[config.mk]
export PLATFORM = sky130hd
export DESIGN_NAME = text_console_cursor_engine
export DESIGN_NICKNAME = d
export VERILOG_FILES = /design/src/hdl/tcce_pkg.sv /design/src/hdl/text_console_cursor_engine.sv
export VERILOG_INCLUDE_DIRS = /design/src /design/src/hdl
export SDC_FILE = /design/constraint.sdc
export NUM_CORES = 1
export LEC_CHECK = 0
export ABC_CLOCK_PERIOD_IN_PS = 21700
export BUFFER_PORTS_ARGS = -buffer_cell sky130_fd_sc_hd__buf_2
export CAP_MARGIN = 30
export CORE_MARGIN = 2
export CORE_UTILIZATION = 30
export DETAILED_ROUTE_END_ITERATION = 6
export MAX_ROUTING_LAYER = met4
export PLACE_DENSITY = 0.55
export SYNTH_ARGS = -nofsm -noshare
export SYNTH_HDL_FRONTEND = slang
export SYNTH_SLANG_ARGS = --single-unit
[constraint.sdc]
create_clock -name aclk -period 21.7 [get_ports aclk]
set_input_delay 1.085 -clock aclk [delete_from_list [all_inputs] [get_ports aclk]]
set_output_delay 1.085 -clock aclk [all_outputs]
set_load 0.1 [all_outputs]
[src/hdl/text_console_cursor_engine_defines.svh]
// Assertion macros for the text console cursor engine.
// Depends on nothing; the including module provides aclk and aresetn.
`ifndef TEXT_CONSOLE_CURSOR_ENGINE_DEFINES_SVH
`define TEXT_CONSOLE_CURSOR_ENGINE_DEFINES_SVH

`ifndef NO_ASSERTIONS

// A property checked on every rising clock edge outside reset.
`define TCCE_ASSERT(lbl, prop, msg) \
    lbl: assert property (@(posedge aclk) disable iff (!aresetn) prop) else $error(msg);

// A condition that must be followed by an expectation in the next cycle.
`define TCCE_ASSERT_NEXT(lbl, cond, nxt, msg) \
    lbl: assert property (@(posedge aclk) disable iff (!aresetn) (cond) |=> (nxt)) \
        else $error(msg);

`else

`define TCCE_ASSERT(lbl, prop, msg)
`define TCCE_ASSERT_NEXT(lbl, cond, nxt, msg)

`endif

`endif

[src/hdl/tcce_pkg.sv]
// Package for the text console cursor engine: widths, constants, codes,
// the per-console state entry type and small arithmetic helpers.
// Depends on nothing.
package tcce_pkg;

    // Geometry of the console text and of the shared character memory.
    localparam int LINE_CELLS   = 80;
    localparam int SCREEN_CELLS = 2000;
    localparam int CONSOLES     = 4;
    localparam int TAB_SPACES   = 6;
    localparam int MEMORY_CELLS = 16384;
    localparam int RESULT_LIMIT = 6;
    localparam int TAB_RESULTS  = (TAB_SPACES < RESULT_LIMIT) ? TAB_SPACES : RESULT_LIMIT;

    // Field widths.
    localparam int MODE_W   = 4;
    localparam int CHAR_W   = 8;
    localparam int SEL_W    = 2;
    localparam int ATTR_W   = 8;
    localparam int CELL_W   = $clog2(MEMORY_CELLS);
    localparam int CFG_W    = 15;
    localparam int POS_W    = 15;
    localparam int WIDE_W   = POS_W + 2;
    localparam int BASE_W   = POS_W + 3;
    localparam int CONS_W   = (CONSOLES > 1) ? $clog2(CONSOLES) : 1;
    localparam int TABC_W   = (TAB_RESULTS > 1) ? $clog2(TAB_RESULTS) : 1;
    localparam int CFG_IDX_W = 2;

    // Largest region size; larger register values are clamped to it.
    localparam logic [POS_W-1:0] MAX_REGION = POS_W'(16384);

    // Reset values of the configuration registers.
    localparam logic [CFG_W-1:0]  FIRST_REGION_RESET = CFG_W'(4096);
    localparam logic [CFG_W-1:0]  OTHER_REGION_RESET = CFG_W'(4096);
    localparam logic [ATTR_W-1:0] ATTR_RESET         = ATTR_W'(7);

    localparam logic [CHAR_W-1:0] SPACE_CHAR   = CHAR_W'(8'h20);
    localparam logic [CHAR_W-1:0] NEWLINE_CHAR = CHAR_W'(8'h0A);

    // Division by the line length as a reciprocal multiplication. With a
    // shift of 23 the rounded-up reciprocal is exact for every cursor value.
    localparam int DIV_SHIFT  = 23;
    localparam int DIV_MULT   = (2**DIV_SHIFT + LINE_CELLS - 1) / LINE_CELLS;
    localparam int DIV_MULT_W = $clog2(DIV_MULT + 1);
    localparam int DIV_PROD_W = POS_W + DIV_MULT_W;
    localparam int LINE_Q_W   = POS_W + 1 - $clog2(LINE_CELLS);

    // Configuration register indexes.
    typedef enum logic [CFG_IDX_W-1:0] {
        REG_FIRST_REGION = 2'd0,
        REG_OTHER_REGION = 2'd1,
        REG_TEXT_ATTR    = 2'd2
    } cfg_reg_t;

    // Operation codes of the input transaction.
    typedef enum logic [MODE_W-1:0] {
        MODE_CHAR        = 4'd0,
        MODE_NEWLINE     = 4'd1,
        MODE_BACKSPACE   = 4'd2,
        MODE_DELETE      = 4'd3,
        MODE_UP          = 4'd4,
        MODE_DOWN        = 4'd5,
        MODE_LEFT        = 4'd6,
        MODE_RIGHT       = 4'd7,
        MODE_HOME        = 4'd8,
        MODE_END         = 4'd9,
        MODE_TAB         = 4'd10,
        MODE_SCROLL_UP   = 4'd11,
        MODE_SCROLL_DOWN = 4'd12,
        MODE_SELECT      = 4'd13
    } mode_t;

    // One entry of the console state memory, relative to the region start.
    typedef struct packed {
        logic [POS_W-1:0]  cursor;
        logic [CELL_W-1:0] view;
    } con_entry_t;

    // Region size register clamped to the range one to MAX_REGION.
    function automatic logic [POS_W-1:0] clamp_region(input logic [CFG_W-1:0] v);
        logic [POS_W-1:0] r;
        if (v == '0) begin
            r = POS_W'(1);
        end else if (POS_W'(v) > MAX_REGION) begin
            r = MAX_REGION;
        end else begin
            r = POS_W'(v);
        end
        return r;
    endfunction

    // Line number of a cursor position.
    function automatic logic [LINE_Q_W-1:0] line_of(input logic [POS_W-1:0] p);
        logic [DIV_PROD_W-1:0] prod;
        prod = DIV_PROD_W'(p) * DIV_PROD_W'(DIV_MULT);
        return LINE_Q_W'(prod >> DIV_SHIFT);
    endfunction

    // The view moves down one line once the cursor is a screen past it.
    function automatic logic [CELL_W-1:0] follow_view(input logic [WIDE_W-1:0] p,
                                                      input logic [CELL_W-1:0] v);
        logic [WIDE_W-1:0] vw;
        logic [CELL_W-1:0] r;
        vw = WIDE_W'(v);
        r  = v;
        if (p >= vw && (p - vw) >= WIDE_W'(SCREEN_CELLS)) begin
            r = CELL_W'(vw + WIDE_W'(LINE_CELLS));
        end
        return r;
    endfunction

endpackage

[src/hdl/text_console_cursor_engine.sv]
// Text console cursor engine: per-console cursor and view state in a small
// synchronous memory, read-modify-write with forwarding, registered results.
// Depends on tcce_pkg and text_console_cursor_engine_defines.svh.
//
//  Channel  | Direction | Handshake        | Payload
//  ---------+-----------+------------------+-------------------------------------------
//  s_       | in        | s_valid/s_ready  | mode, char_code, console_select
//  m_       | out       | m_valid/m_ready  | write_*, clear_request, cursor, view, last
//  cfg_     | in        | cfg_valid/ready  | cfg_index, cfg_data (always ready)
//
// One transaction per cycle is accepted while results are taken; a tab holds the edit stage
// for six results, one result per cycle. An input is registered in the edit stage and its
// result in the result register. The rate is set by the single write port of the console
// state memory and by the one result register. Reset clears the per-console valid bits, so no
// clearing pass is needed. A stalled result holds the edit stage and the input.
`include "text_console_cursor_engine_defines.svh"

module text_console_cursor_engine (
    input  logic                          aclk,
    input  logic                          aresetn,
    input  logic                          s_valid,
    output logic                          s_ready,
    input  logic [tcce_pkg::MODE_W-1:0]   s_mode,
    input  logic [tcce_pkg::CHAR_W-1:0]   s_char_code,
    input  logic [tcce_pkg::SEL_W-1:0]    s_console_select,
    output logic                          m_valid,
    input  logic                          m_ready,
    output logic                          m_write_enable,
    output logic [tcce_pkg::CELL_W-1:0]   m_write_address,
    output logic [tcce_pkg::CHAR_W-1:0]   m_write_char,
    output logic [tcce_pkg::ATTR_W-1:0]   m_write_attr,
    output logic                          m_clear_request,
    output logic [tcce_pkg::CELL_W-1:0]   m_cursor_cell,
    output logic [tcce_pkg::CELL_W-1:0]   m_view_start,
    output logic                          m_last,
    input  logic                          cfg_valid,
    output logic                          cfg_ready,
    input  logic [tcce_pkg::CFG_IDX_W-1:0] cfg_index,
    input  logic [tcce_pkg::CFG_W-1:0]    cfg_data
);
    import tcce_pkg::*;

    // Configuration registers.
    logic [CFG_W-1:0]  first_cells_reg;
    logic [CFG_W-1:0]  other_cells_reg;
    logic [ATTR_W-1:0] attr_reg;

    // Console state memory with valid bits and forwarding of the last write.
    con_entry_t        state_mem [CONSOLES];
    logic [CONSOLES-1:0] ent_vld_reg;
    con_entry_t        rdata_reg;
    logic              rvld_reg;
    logic              fwd_valid_reg;
    logic [CONS_W-1:0] fwd_addr_reg;
    con_entry_t        fwd_data_reg;

    // Input side.
    logic [CONS_W-1:0] active_reg;
    logic              s_acc;
    logic              sel_ok;
    logic [CONS_W-1:0] raddr;

    // Edit stage.
    logic              s1_valid_reg;
    logic              s1_valid_next;
    mode_t             s1_mode_reg;
    logic [CHAR_W-1:0] s1_char_reg;
    logic [CONS_W-1:0] s1_con_reg;
    logic [TABC_W-1:0] tab_cnt_reg;
    logic [TABC_W-1:0] tab_cnt_next;
    logic              s1_fire;
    logic              s1_final;
    logic              out_free;

    // Edit stage datapath.
    con_entry_t        cur;
    logic              fwd_hit;
    logic [WIDE_W-1:0] pw;
    logic [WIDE_W-1:0] sw;
    logic [POS_W-1:0]  size;
    logic [BASE_W-1:0] base;
    logic [LINE_Q_W-1:0] line_q;
    logic [WIDE_W-1:0] line_start;
    logic [WIDE_W-1:0] next_line;
    logic [WIDE_W-1:0] cand;
    logic              move_ok;
    logic [WIDE_W-1:0] np_w;
    logic [CELL_W-1:0] nv;
    logic [WIDE_W-1:0] wpos_w;
    logic              we;
    logic [CHAR_W-1:0] wch;
    logic              clr;
    logic [CHAR_W-1:0] put_ch;
    logic              is_put;
    logic              is_newline;
    con_entry_t        wr_entry;

    // Result register.
    logic              m_valid_reg;
    logic              m_valid_next;
    logic              m_we_reg;
    logic [CELL_W-1:0] m_waddr_reg;
    logic [CHAR_W-1:0] m_wchar_reg;
    logic [ATTR_W-1:0] m_wattr_reg;
    logic              m_clr_reg;
    logic [CELL_W-1:0] m_cursor_reg;
    logic [CELL_W-1:0] m_view_reg;
    logic              m_last_reg;

    // Configuration writes are always taken.
    assign cfg_ready = 1'b1;

    always_ff @(posedge aclk) begin
        if (!aresetn) begin
            first_cells_reg <= FIRST_REGION_RESET;
            other_cells_reg <= OTHER_REGION_RESET;
            attr_reg        <= ATTR_RESET;
        end else if (cfg_valid) begin
            if (cfg_index == REG_FIRST_REGION) begin
                first_cells_reg <= cfg_data;
            end
            if (cfg_index == REG_OTHER_REGION) begin
                other_cells_reg <= cfg_data;
            end
            if (cfg_index == REG_TEXT_ATTR) begin
                attr_reg <= ATTR_W'(cfg_data);
            end
        end
    end

    // Handshake control of the edit stage and the result register.
    assign out_free = !m_valid_reg || m_ready;
    assign s1_final = (s1_mode_reg != MODE_TAB) || (tab_cnt_reg == TABC_W'(TAB_RESULTS - 1));
    assign s1_fire  = s1_valid_reg && out_free;
    assign s_ready  = !s1_valid_reg || (s1_fire && s1_final);
    assign s_acc    = s_valid && s_ready;

    // A console select reads the newly selected console so that its result
    // reports that console's cursor and view.
    assign sel_ok = (mode_t'(s_mode) == MODE_SELECT) && (int'(s_console_select) < CONSOLES);
    assign raddr  = sel_ok ? CONS_W'(s_console_select) : active_reg;

    always_comb begin
        s1_valid_next = s1_valid_reg;
        tab_cnt_next  = tab_cnt_reg;
        if (s_acc) begin
            s1_valid_next = 1'b1;
            tab_cnt_next  = '0;
        end else if (s1_fire) begin
            if (s1_final) begin
                s1_valid_next = 1'b0;
                tab_cnt_next  = '0;
            end else begin
                tab_cnt_next = tab_cnt_reg + TABC_W'(1);
            end
        end
        m_valid_next = s1_fire ? 1'b1 : (m_ready ? 1'b0 : m_valid_reg);
    end

    always_ff @(posedge aclk) begin
        if (!aresetn) begin
            s1_valid_reg <= 1'b0;
            tab_cnt_reg  <= '0;
            active_reg   <= '0;
            m_valid_reg  <= 1'b0;
        end else begin
            s1_valid_reg <= s1_valid_next;
            tab_cnt_reg  <= tab_cnt_next;
            m_valid_reg  <= m_valid_next;
            if (s_acc && sel_ok) begin
                active_reg <= raddr;
            end
        end
    end

    // Edit stage payload, captured with the transaction.
    always_ff @(posedge aclk) begin
        if (s_acc) begin
            s1_mode_reg <= mode_t'(s_mode);
            s1_char_reg <= s_char_code;
            s1_con_reg  <= raddr;
        end
    end

    // State memory read on acceptance; read data is registered.
    always_ff @(posedge aclk) begin
        if (s_acc) begin
            rdata_reg <= state_mem[raddr];
        end
    end

    // State memory write when the edit stage hands over a result.
    always_ff @(posedge aclk) begin
        if (s1_fire) begin
            state_mem[s1_con_reg] <= wr_entry;
        end
    end

    // Valid bits and the forwarding register for the last write.
    always_ff @(posedge aclk) begin
        if (!aresetn) begin
            ent_vld_reg   <= '0;
            rvld_reg      <= 1'b0;
            fwd_valid_reg <= 1'b0;
        end else begin
            if (s_acc) begin
                rvld_reg <= ent_vld_reg[raddr];
            end
            if (s1_fire) begin
                ent_vld_reg[s1_con_reg] <= 1'b1;
                fwd_valid_reg           <= 1'b1;
            end
        end
    end

    always_ff @(posedge aclk) begin
        if (s1_fire) begin
            fwd_addr_reg <= s1_con_reg;
            fwd_data_reg <= wr_entry;
        end
    end

    // Current state of the console: the last write wins over the read data,
    // and an entry never written reads as zero.
    assign fwd_hit = fwd_valid_reg && (fwd_addr_reg == s1_con_reg);
    assign cur     = fwd_hit ? fwd_data_reg : (rvld_reg ? rdata_reg : '0);

    // Region of the console and line arithmetic around the cursor.
    assign size = (s1_con_reg == '0) ? clamp_region(first_cells_reg)
                                     : clamp_region(other_cells_reg);
    assign base = (s1_con_reg == '0) ? '0
                : BASE_W'(clamp_region(first_cells_reg))
                  + BASE_W'(clamp_region(other_cells_reg)) * BASE_W'(s1_con_reg - CONS_W'(1));
    assign pw         = WIDE_W'(cur.cursor);
    assign sw         = WIDE_W'(size);
    assign line_q     = line_of(cur.cursor);
    assign line_start = WIDE_W'(line_q) * WIDE_W'(LINE_CELLS);
    assign next_line  = line_start + WIDE_W'(LINE_CELLS);

    // Operation decode.
    assign is_newline = (s1_mode_reg == MODE_NEWLINE)
                     || ((s1_mode_reg == MODE_CHAR) && (s1_char_reg == NEWLINE_CHAR));
    assign is_put     = ((s1_mode_reg == MODE_CHAR) && (s1_char_reg != NEWLINE_CHAR))
                     || (s1_mode_reg == MODE_TAB);
    assign put_ch     = (s1_mode_reg == MODE_TAB) ? SPACE_CHAR : s1_char_reg;

    // Next cursor, view and cell write of the active operation.
    always_comb begin
        np_w    = pw;
        nv      = cur.view;
        wpos_w  = '0;
        we      = 1'b0;
        wch     = '0;
        clr     = 1'b0;
        cand    = '0;
        move_ok = 1'b0;
        if (is_put) begin
            // A character past the region wraps the console to its start.
            if (pw >= sw) begin
                wpos_w = '0;
                nv     = '0;
                clr    = 1'b1;
            end else begin
                wpos_w = pw;
            end
            we   = 1'b1;
            wch  = put_ch;
            np_w = wpos_w + WIDE_W'(1);
            nv   = follow_view(np_w, nv);
        end else if (is_newline) begin
            if (next_line < sw) begin
                np_w = next_line;
                nv   = follow_view(next_line, cur.view);
            end else begin
                np_w = '0;
                nv   = '0;
                clr  = 1'b1;
            end
        end else begin
            unique case (s1_mode_reg)
                MODE_BACKSPACE, MODE_DELETE: begin
                    if (s1_mode_reg == MODE_BACKSPACE) begin
                        cand = (pw > '0) ? pw - WIDE_W'(1) : '0;
                    end else begin
                        cand = pw + WIDE_W'(1);
                    end
                    if (cand > sw - WIDE_W'(1)) begin
                        cand = sw - WIDE_W'(1);
                    end
                    np_w   = cand;
                    we     = 1'b1;
                    wpos_w = cand;
                    wch    = SPACE_CHAR;
                end
                MODE_UP, MODE_DOWN, MODE_LEFT, MODE_RIGHT: begin
                    // A move that would leave the region is refused.
                    if (s1_mode_reg == MODE_UP) begin
                        move_ok = pw >= WIDE_W'(LINE_CELLS);
                        cand    = pw - WIDE_W'(LINE_CELLS);
                    end else if (s1_mode_reg == MODE_DOWN) begin
                        cand    = pw + WIDE_W'(LINE_CELLS);
                        move_ok = cand < sw;
                    end else if (s1_mode_reg == MODE_LEFT) begin
                        move_ok = pw > '0;
                        cand    = pw - WIDE_W'(1);
                    end else begin
                        cand    = pw + WIDE_W'(1);
                        move_ok = cand < sw;
                    end
                    if (move_ok && cand < sw) begin
                        np_w = cand;
                        nv   = follow_view(cand, cur.view);
                    end
                end
                MODE_HOME: begin
                    np_w = line_start;
                end
                MODE_END: begin
                    cand = next_line - WIDE_W'(1);
                    if (cand > sw - WIDE_W'(1)) begin
                        cand = sw - WIDE_W'(1);
                    end
                    np_w = cand;
                end
                MODE_SCROLL_UP: begin
                    if (WIDE_W'(cur.view) >= WIDE_W'(SCREEN_CELLS)) begin
                        nv = CELL_W'(WIDE_W'(cur.view) - WIDE_W'(SCREEN_CELLS));
                    end else if (sw >= WIDE_W'(SCREEN_CELLS)) begin
                        nv = CELL_W'(sw - WIDE_W'(SCREEN_CELLS));
                    end else begin
                        nv = '0;
                    end
                end
                MODE_SCROLL_DOWN: begin
                    cand = WIDE_W'(cur.view) + WIDE_W'(SCREEN_CELLS);
                    nv   = (cand > sw) ? '0 : CELL_W'(cand);
                end
                default: begin
                    // Select and unused codes leave the state as it is.
                    np_w = pw;
                end
            endcase
        end
    end

    assign wr_entry.cursor = POS_W'(np_w);
    assign wr_entry.view   = nv;

    // Result register; absolute cells are the low bits of base plus offset.
    always_ff @(posedge aclk) begin
        if (s1_fire) begin
            m_we_reg     <= we;
            m_waddr_reg  <= we ? CELL_W'(base + BASE_W'(wpos_w)) : '0;
            m_wchar_reg  <= we ? wch : '0;
            m_wattr_reg  <= we ? attr_reg : '0;
            m_clr_reg    <= clr;
            m_cursor_reg <= CELL_W'(base + BASE_W'(np_w));
            m_view_reg   <= CELL_W'(base + BASE_W'(nv));
            m_last_reg   <= s1_final;
        end
    end

    assign m_valid         = m_valid_reg;
    assign m_write_enable  = m_we_reg;
    assign m_write_address = m_waddr_reg;
    assign m_write_char    = m_wchar_reg;
    assign m_write_attr    = m_wattr_reg;
    assign m_clear_request = m_clr_reg;
    assign m_cursor_cell   = m_cursor_reg;
    assign m_view_start    = m_view_reg;
    assign m_last          = m_last_reg;

    // The tab counter only runs while a tab sits in the edit stage.
    `TCCE_ASSERT(a_tab_cnt_owner,
        (tab_cnt_reg != '0) |-> (s1_valid_reg && s1_mode_reg == MODE_TAB),
        "tab counter running without a tab")
    // A tab that is not finished keeps the edit stage occupied.
    `TCCE_ASSERT_NEXT(a_tab_continues, s1_fire && !s1_final, s1_valid_reg,
        "tab left the edit stage early")
    // Every handed-over result updates the forwarding register for its console.
    `TCCE_ASSERT_NEXT(a_fwd_follows, s1_fire,
        fwd_valid_reg && fwd_addr_reg == $past(s1_con_reg),
        "forwarding register missed a write")
    // A stored cursor never lies beyond the largest region.
    `TCCE_ASSERT(a_cursor_range, fwd_valid_reg |-> (fwd_data_reg.cursor <= MAX_REGION),
        "stored cursor out of range")
    // Only the non-final results of a tab are not marked last, and they write.
    `TCCE_ASSERT(a_not_last_writes, (m_valid_reg && !m_last_reg) |-> m_we_reg,
        "non-final result without a write")

endmodule

==> Word level (Yosys, flattened, before mapping) <==
Memory sizes are Yosys's and may differ from the RTL's. A register that Yosys moved wholly into a read port is not among the register bits.
Index checks and enable logic that the tools add are counted.
{ "totals": {"regBits": 157, "mem_bits_rw": 116, "input_bits": 36, "out_inout_bits": 64, "elab_cells": 203, "memories": 1} }
{ "mem_list": {"columns": ["name", "words", "width", "rd", "rd_clocked_by_memory_dff", "write_ports", "line", "text"], "rows": [
  ["state_mem", 4, 29, 1, 1, 1, "text_console_cursor_engine.sv:49", "con_entry_t state_mem [CONSOLES];"]
]} }
{ "classes": {"n_addsub": 22, "multipliers": 3, "n_lt_le_gt_ge": 23, "eq_ne": 20, "muxes": 74, "n_bitwise": 2, "n_reduce_logical": 34} }
{ "op_table": {"columns": ["cell", "n"], "rows": [
  ["14-bit 2-to-1 mux", 16],
  ["17-bit 2-to-1 mux", 12],
  ["15-bit 2-to-1 mux", 12],
  ["15-bit case mux with 4 select lines", 1],
  ["29-bit 2-to-1 mux", 2],
  ["14-bit adder", 4],
  ["17-bit by 11-bit greater-or-equal comparator with 1-bit output (second input constant)", 3],
  ["17-bit by 14-bit greater-or-equal comparator with 1-bit output", 3],
  ["17-bit by 14-bit subtractor with 17-bit output", 3],
  ["14-bit case mux with 3 select lines", 1],
  ["17-bit greater-than comparator", 2],
  ["17-bit by 15-bit less-than comparator with 1-bit output", 2],
  ["16-bit by 15-bit less-than comparator with 1-bit output", 2],
  ["15-bit by 1-bit subtractor with 16-bit output (second input constant)", 2],
  ["15-bit by 16-bit multiplier with 31-bit output (second input constant)", 1],
  ["15-bit greater-than comparator (second input constant)", 2],
  ["15-bit zero test", 2],
  ["14-bit by 7-bit adder with 14-bit output (second input constant)", 2],
  ["14-bit by 11-bit subtractor with 14-bit output (second input constant)", 2],
  ["4-bit == test (second input constant)", 6],
  ["1-bit 2-to-1 mux", 22],
  ["16-bit by 7-bit adder with 17-bit output (second input constant)", 1],
  ["17-bit by 1-bit adder with 17-bit output (second input constant)", 1],
  ["17-bit by 1-bit subtractor with 17-bit output (second input constant)", 1],
  ["other kinds (43)", 73]
]} }

==> Logic depth before layout (Yosys ltp) <==
Gate-level depths: netlist of the first run.
{ "logic_depth": {"word_depth": 19, "ltp_mapped": 68, "mapped_depth_nobuf": 62} }

==> Worst setup path before layout of the first run <==
Ideal clock, no wire load.
{ "synth_path": {"path_type": "register -> register", "startpoint": "register s1_con_reg[0]", "endpoint": "register m_cursor_reg[13], in the netlist m_cursor_cell[13], data pin", "setup_ns": 0.270, "t_arrival_ns": 13.535, "required_time_ns": 21.430, "slack_ns": 7.895, "stages_incl_launch_ff": 62, "path_buffers": 3, "period_less_slack_ns": 13.805, "cell_sequence": "edfxtp_1 -> xor2_1 -> buf_4 -> nor3_4 -> buf_4 -> buf_2 -> o21a_1 -> clkinv_1 -> ha_1 -> ha_1 -> inv_1 -> fa_1 -> fa_1 -> inv_1 -> fa_1 -> inv_1 -> fa_1 -> inv_1 -> (+26 left out) -> nor3_1 -> nor2_1 -> nand2_1 -> a22oi_1 -> and3_1 -> o32ai_1 -> ha_1 -> a21o_1 -> a21oi_1 -> o21bai_1 -> a21oi_1 -> nor2b_1 -> o21a_1 -> o31a_1 -> nor4_1 -> o41ai_1 -> xnor2_1 -> xnor2_1"} }
{ "synth_between": {"elab_chain_cells": 17, "word_cells_on_any_way": 56, "classes_between": "add/sub (11); mul (3); order compare (9); eq/ne (1); mux (29); reduce/logical (3)"} }
{ "synth_rtl": {"columns": ["element", "line", "text"], "rows": [
  ["start, declared", "text_console_cursor_engine.sv:68", "logic [CONS_W-1:0] s1_con_reg;"],
  ["start signal, assigned", "text_console_cursor_engine.sv:181", "s1_con_reg <= raddr;"],
  ["parallel branches: the longest is 15 deep, another holds 15-bit by 16-bit multiplier with 31-bit output", null, null],
  ["15-bit 2-to-1 mux *", "text_console_cursor_engine.sv:257", "if (is_put) begin"],
  ["named net np_w[0]", "text_console_cursor_engine.sv:87", "logic [WIDE_W-1:0] np_w;"],
  ["14-bit adder *", "text_console_cursor_engine.sv:357", "m_cursor_reg <= CELL_W'(base + BASE_W'(np_w));"],
  ["end signal, assigned", "text_console_cursor_engine.sv:357", null],
  ["end, declared", "text_console_cursor_engine.sv:106", "logic [CELL_W-1:0] m_cursor_reg;"]
]} }
Mark *: on every way through the listed nets, which the timed path passes. The select of a mux whose other input is x is not followed.
A chain may end at the register's enable or synchronous reset.

==> Worst setup path in the final report of the first run <==
{ "layout_path": {"startpoint": "register fwd_valid_reg", "endpoint": "register m_cursor_reg[13], in the netlist m_cursor_cell[13], data pin"} }
{ "layout_between": {"elab_chain_cells": 16, "word_cells_on_any_way": 48, "classes_between": "add/sub (8); mul (2); order compare (9); mux (27); reduce/logical (2)"} }
{ "layout_rtl": {"columns": ["element", "line", "text"], "rows": [
  ["start, declared", "text_console_cursor_engine.sv:53", "logic fwd_valid_reg;"],
  ["start signal, assigned", "text_console_cursor_engine.sv:204", "fwd_valid_reg <= 1'b0;"],
  ["start signal, assigned", "text_console_cursor_engine.sv:211", "fwd_valid_reg <= 1'b1;"],
  ["1-bit logical AND *", "text_console_cursor_engine.sv:225", "assign fwd_hit = fwd_valid_reg && (fwd_addr_reg == s1_con_reg);"],
  ["29-bit 2-to-1 mux *", "text_console_cursor_engine.sv:226", "assign cur = fwd_hit ? fwd_data_reg : (rvld_reg ? rdata_reg : '0);"],
  ["parallel branches: the longest is 12 deep, another holds 15-bit by 16-bit multiplier with 31-bit output", null, null],
  ["15-bit 2-to-1 mux *", "text_console_cursor_engine.sv:257", null],
  ["named net np_w[5]", "text_console_cursor_engine.sv:87", null],
  ["14-bit adder *", "text_console_cursor_engine.sv:357", null]
]} }
Marked as above.

==> results of run 1 <==
[power groups by stage]
stage	Sequential [W]	Combinational (W)	Clock, W
finish	0.000709	0.00106	0.000529
global route	0.000712	0.00114	0.000561
floorplan	0.000802	0.000643	0
global placement	0.000720	0.00104	0
detailed placement	0.000719	0.00103	0
CTS	0.000708	0.00104	0.000539
[layout make-up]
class | instances | area [um2] | share of cell area, %
Multi-Input combinational cell | 2655 | 19600 | 60.0
Sequential cell | 302 | 8560 | 26.1
Tap cell | 1276 | 1600 | 4.88
Timing Repair Buffer | 185 | 1170 | 3.57
Clock buffer | 43 | 882 | 2.69
Inverter | 202 | 766 | 2.34
Clock inverter | 15 | 121 | 0.371
Antenna cell | 3 | 7.51 | 0.0229
[per-stage QoR]
| stage | setup slack (ns) | std cells | hold WS [ns] | power [W] | utilization [%] |
|---|---|---|---|---|---|
| floorplan | 7.90 | 3296 | 0.436 | 0.00144 | - |
| global placement | 5.03 | 4611 | 0.449 | 0.00176 | 32.6 |
| detailed placement | 4.52 | 4616 | 0.454 | 0.00175 | 32.7 |
| CTS | 4.48 | 4674 | 0.470 | 0.00229 | 33.7 |
| global route | 3.35 | 4679 | 0.490 | 0.00242 | 33.7 |
| finish | 4.09 | 4681 | 0.469 | 0.00230 | 33.7 |
[kinds of logic after synthesis]
group,after synthesis,share of synthesized area [%]
muxes,54,1.92
DFF,302,29.1
AOI/OAI and AO/OA,811,18.4
xor gates and xnor gates,192,5.83
other,1,0.0127
adders and majority gates,439,20.8
buffers and inverters,339,4.55
and+or+nand+nor,1154,19.4
[critical path, delay by kind of cell (launching register included)]
family                   cells  cell delay, ns
AO/OA/AOI/OAI               19            5.49
adder cells (fa/ha/maj)     12            4.71
AND/OR/NAND/NOR             12            2.91
XOR/XNOR                     6            1.89
buffers and inverters        8            1.51
flip-flops                   1            0.80
[cell usage in the layout, fill, tap and decap left out, types with 32 or more instances in the layout]
master / n
a31oi_1: 63
ha_1: 353
dfxtp_1: 51
nand2b_1: 40
nand3_1: 77
inv_1: 187
xnor2_1: 137
nor4_1: 35
nor2_1: 206
buf_2: 99
fa_1: 85
mux2i_1: 36
nand2_1: 385
a21o_1: 48
buf_4: 79
a21oi_1: 172
nor2b_1: 55
nor3_1: 70
clkbuf_16: 32
o21a_1: 45
a21boi_0: 38
or3_1: 39
o211ai_1: 36
nand4_1: 56
edfxtp_1: 251
and3_1: 76
o21ai_0: 152
xor2_1: 51
[routing by layer]
metal	track usage (%)	part of all wire [%]	vias up	routed length, um
met1	31.1	42	12900	49600
li1	-	-	12300	-
met2	36.1	44	1298	51600
met4	10.1	5.1	0	5960
met5	-	0	-	0
met3	3.38	8.5	299	9920
[path summary, 6_finish.rpt]
kind | from | to | slack, ns | cells after the start
hold / removal | attr_reg[2]$_SDFFE_PN1P_ | attr_reg[2]$_SDFFE_PN1P_ | 0.47 | 2
hold reg to reg | attr_reg[2]$_SDFFE_PN1P_ | attr_reg[2]$_SDFFE_PN1P_ | 0.47 | 2
setup reg to reg | fwd_valid_reg$_SDFFE_PN0P_ | m_cursor_cell[13]$_DFFE_PP_ | 4.09 | 57
setup / recovery | fwd_valid_reg$_SDFFE_PN0P_ | m_cursor_cell[13]$_DFFE_PP_ | 4.09 | 57
==> impl_metrics.py, run 1 <==
metrics = {
    "synthesis": {
        "synth_common_cells": "nand2_1, ha_1, edfxtp_1",
        "synth_cell_type_count": 101,
        "ys_seq_elements": 302,
        "yosysWarnings": 0,
        "synth_edf_count": 251,
        "syn_area_per_cell_um2": 8.95,
        "ys_seq_area_share_pct": 29.1,
        "yosysMostFrequentCell": "nand2_1",
        "synthTopCellsByArea": "edfxtp_1, ha_1, fa_1",
        "synth_top_area_share_pct": 25.6,
        "synthFlopType": "edfxtp_1",
        "ys_async_sr_fraction_pct": 0,
        "yosysTopAreaCell": "edfxtp_1",
        "synth_area_um2": 29500,
        "synthCells": 3292,
    },
    "sta": {
        "worst_slew_pin_slew_ns": 1.10,
        "rsz0062_at_grt": "no",
        "fmaxAchievable_ghz": 0.0568,
        "min_period_over_period_pct": 81.1,
        "finalSetupTns_ns": 0,
        "skew_ns": 0.0140,
        "fin_crit_ns": 17.61,
        "setup_viol": 0,
        "hold_viol_final": 0,
        "drv_slew": 0,
        "slew_headroom_pct": 26.4,
    },
    "clock_tree": {
        "cts_sinks": 302,
        "h-tree-depth": 1,
        "postCtsSetupRepairBufs": 0,
        "cts_resized": 0,
        "numCtsBuffers": 31,
        "cts_tree": "built",
        "cts.clk_slew.worst_paths_ns": 0.06,
        "cts_buffer_depth": 3,
        "cts-root-buf": "clkbuf_16",
        "ctsHoldBuffers": 0,
        "clkLatencyLatePin_ns": 0.61,
    },
    "floorplan": {
        "io_pins": 100,
        "initial_core_util_pct": 30.4,
        "dieArea_um2": 101000,
        "core_area_um2": 97000,
        "rows": 114,
        "die_w_um": 317,
        "chipHeight_um": 317,
    },
    "routing": {
        "totalWireLength_um": 117000,
        "initialDrtViolationCount": 2651,
        "viasPerCell": 5.71,
        "drc": 0,
        "wl_per_cell_um": 25.0,
        "dr.pass1.iters": 6,
        "ant_nets": 0,
        "vias": 26800,
    },
    "layout": {
        "layout.filler_cells": 10100,
        "syn_to_final_growth_pct": 11.1,
        "largest_reg_flops": 116,
        "num-nets-final": 3852,
        "drive_gt1_share_pct": 9.47,
        "final_area_um2": 32700,
    },
    "critical_path": {
        "path_class": "reg2reg",
        "max_stage_delay_ns": 0.83,
        "required_ns": 22.05,
        "start_kind": "register",
        "cp_max_fo": 62,
        "critPathSlowestCell": "o32ai_1",
        "worstPathArrival_ns": 17.96,
        "crit_top_cell": "ha_1",
        "endpoint_kind": "register",
    },
    "status": {
        "outcome": "complete, no violations",
    },
    "global_routing": {
        "grt_pass1_wl_um": 172000,
        "antenna_found_initial": 6,
        "grt_use_total_pct": 23.6,
        "grt_pass1_vias": 25600,
        "grt_max_degree": 63,
        "grt_overflow_total": 0,
    },
    "flow_run": {
        "max-cap-violations": 0,
    },
    "power_and_ir_drop": {
        "p_sw_share_pct": 42.5,
        "cellPowerDensity_nw_per_um2": 70.2,
        "clkPwrFrac_pct": 23.0,
        "pwr-share-seq_pct": 30.8,
        "p_int_w": 0.00132,
        "leakagePower_nw": 13.9,
        "share_comb_of_total_power_pct": 46.1,
        "p_sw_w": 0.000978,
        "max-vdd-ir-drop_v": 0.0000649,
    },
    "placed_design": {
        "gp_congestion": 1.01,
        "hpwl_um": 91200,
        "dpl_cell_area_um2": 31700,
        "io_buffers": 98,
    },
    "hold_path": {
        "hold_path_class": "reg2reg",
    },
}
No activity file was read; power rests on OpenSTA's default activity.
==> inputs of run 2 (changes only) <==
ABC_AREA = 1   (was default)
ABC_CLOCK_PERIOD_IN_PS = 17230   (was 21700)
clock period = 17.23 ns   (was 21.7 ns; I/O delays follow)
==> run 2 against run 1 <==
Net effect:
- first-iteration DRC count fell by 8.2%
- via count fell by 1.6%
- worst hold slack got worse by 0.041 ns
- final cell count rose by 9.7%
- clock power rose by 37%
- critical path type unchanged
- power rose by 110%
- largest power group unchanged
- flip-flop and latch count did not move
- area after synthesis fell by 2.2%
- highest routed layer unchanged
==> impl_metrics.py, run 2 <==
metrics = {
    "clock_tree": {
        "cts_tree": "built",
        "numCtsBuffers": 31,
        "postCtsSetupRepairBufs": 0,
        "cts_sinks": 302,
        "clkLatencyLatePin_ns": 0.61,
        "ctsHoldBuffers": 0,
        "cts.clk_slew.worst_paths_ns": 0.06,
        "cts_resized": 0,
        "h-tree-depth": 1,
        "cts-root-buf": "clkbuf_16",
        "cts_buffer_depth": 3,
    },
    "power_and_ir_drop": {
        "cellPowerDensity_nw_per_um2": 150,
        "max-vdd-ir-drop_v": 0.000124,
        "finalPower_w": 0.00481,
        "leakagePower_nw": 15.5,
    },
    "critical_path": {
        "max_stage_delay_ns": 0.71,
        "endpoint_kind": "register",
        "start_kind": "register",
        "worstPathArrival_ns": 15.42,
        "path_class": "reg2reg",
        "cp_max_fo": 18,
        "rrSetupSlack_ns": 2.17,
        "crit_top_cell": "nand2_1",
        "r2r-end": "m_cursor_cell[13]$_DFFE_PP_",
        "required_ns": 17.59,
        "critPathSlowestCell": "nand2_1",
        "r2r_start": "s1_con_reg[0]$_DFFE_PP_",
        "r2r_cells": 71,
    },
    "routing": {
        "totalWireLength_um": 113000,
        "viasPerCell": 5.13,
        "dr.pass1.iters": 5,
        "ant_nets": 0,
        "wl_per_cell_um": 22.0,
        "vias": 26300,
        "drc": 0,
        "initialDrtViolationCount": 2433,
    },
    "layout": {
        "largest_reg_flops": 116,
        "layout_common_cells": "nand2_1, inv_1, nor2_1",
        "syn_to_final_growth_pct": 11.5,
        "drive_gt1_share_pct": 7.60,
        "final_core_util_pct": 33.8,
        "num-nets-final": 4316,
        "final_common_cell": "nand2_1",
    },
    "global_routing": {
        "grt_max_degree": 70,
        "grt_pass1_wl_um": 166000,
        "grt_pass1_vias": 25300,
        "grt_overflow_total": 0,
        "antenna_found_initial": 2,
        "grt_use_total_pct": 23.2,
    },
    "floorplan": {
        "rows": 113,
        "die_w_um": 314,
        "initial_core_util_pct": 30.3,
        "dieArea_um2": 98500,
        "core_area_um2": 95000,
        "io_pins": 100,
        "chipHeight_um": 314,
    },
    "synthesis": {
        "synthCells": 3732,
        "synth_common_cells": "nand2_1, inv_1, nor2_1",
        "yosysMostFrequentCell": "nand2_1",
        "synth_area_um2": 28800,
        "syn_area_per_cell_um2": 7.72,
        "synthTopCellsByArea": "edfxtp_1, ha_1, nand2_1",
        "synthFlopType": "edfxtp_1",
        "yosysTopAreaCell": "edfxtp_1",
        "synth_top_area_share_pct": 26.2,
        "ys_seq_area_share_pct": 29.7,
        "synth_cell_type_count": 65,
        "ys_async_sr_fraction_pct": 0,
        "yosysWarnings": 0,
        "ys_seq_elements": 302,
        "synth_edf_count": 251,
    },
    "sta": {
        "fin_ws_ns": 2.17,
        "setup_viol": 0,
        "fmaxAchievable_ghz": 0.0664,
        "worst_slew_pin_slew_ns": 1.05,
        "min_period_over_period_pct": 87.4,
        "finalSetupTns_ns": 0,
        "hold_viol_final": 0,
        "fin_crit_ns": 15.06,
        "skew_ns": 0.0264,
        "rsz0062_at_grt": "no",
        "slew_headroom_pct": 29.2,
        "drv_slew": 0,
    },
    "flow_run": {
        "max-cap-violations": 0,
    },
    "status": {
        "outcome": "complete, no violations",
    },
    "hold_path": {
        "hold_path_class": "in2reg",
        "hold_depth": 1,
        "worstHoldEndpoint": "s1_char_reg[7]$_DFFE_PP_",
        "hold_path_startpoint": "s_char_code[7]",
    },
    "placed_design": {
        "io_buffers": 98,
        "hpwl_um": 90200,
        "gp_congestion": 1.02,
        "pre_cts_ws_ns": 2.43,
    },
}
run 2: cell types whose count changed after synthesis, moves of 39 or more:
cell	previous run	this run
nand2b_1	40	0
inv_1	189	533
nand3_1	77	185
nand2_1	385	724
a31oi_1	63	20
xor2_1	51	106
clkbuf_1	105	60
nor2_1	209	388
nor2b_1	56	0
and3_1	76	7
o21ai_0	153	251
a21oi_1	173	246
xnor2_1	137	26
or3_1	39	0
run 2: worst max-delay path by stage:
stage	start	end	cells past startpoint
global route	s1_con_reg[0]$_DFFE_PP_	m_cursor_cell[13]$_DFFE_PP_	74
global placement	s1_con_reg[0]$_DFFE_PP_	m_view_start[13]$_DFFE_PP_	72
finish	s1_con_reg[0]$_DFFE_PP_	m_cursor_cell[13]$_DFFE_PP_	71
detailed placement	s1_con_reg[0]$_DFFE_PP_	m_cursor_cell[13]$_DFFE_PP_	71
CTS	s1_con_reg[0]$_DFFE_PP_	m_cursor_cell[13]$_DFFE_PP_	71
floorplan	s1_con_reg[0]$_DFFE_PP_	m_cursor_cell[13]$_DFFE_PP_	68
run 2: kinds of logic after synthesis:
kind of cell / share of synthesized area [%]
simple gates: 21.3
compound gates: 14.8
buf+inv: 8.82
fa+ha+maj: 21.3
flops: 29.7
xor+xnor: 4.07
other cells: 0.0130
run 2: through the flow:
step                      area [um2]  instances  hold slack (ns)
after global placement         30900       5067            0.445
final                          32100       5133            0.428
after floorplan                28800       3736            0.430
after CTS                      32100       5130            0.395
after detailed placement       31000       5072            0.451
after global routing           32100       5132            0.398
run 2: report_power, final:
group	switching (W)	internal (W)
sequential	0.0000222	0.000900
combinational	0.00220	0.000957
clock	0.000293	0.000433
run 2: per-layer routing:
layer  vias up  track usage, %  routed length [um]
met3       193            1.76                6530
met4         0            8.01                4220
met5         -               -                   0
li1      12800               -                   -
met1     12400            31.1               50700
met2       953            37.0               51400
run 2: critical path: cells and delay by family (launching register included):
kind            cells  cell delay (ns)
compound gates     10             1.92
xor+xnor            4             0.90
fa+ha+maj          12             4.80
buf+inv            14             1.88
flops               1             0.48
simple gates       31             4.80
run 2: cell type report:
| class | instances | area (um2) |
|---|---|---|
| tap | 1265 | 1580 |
| antenna | 2 | 5.00 |
| multi-input combinational | 2781 | 17700 |
| fill | 10200 | 62900 |
| timing repair buffer | 163 | 1010 |
| sequential | 302 | 8560 |
| clock inverter | 16 | 256 |
| inverter | 562 | 2110 |
| clock buffer | 42 | 837 |
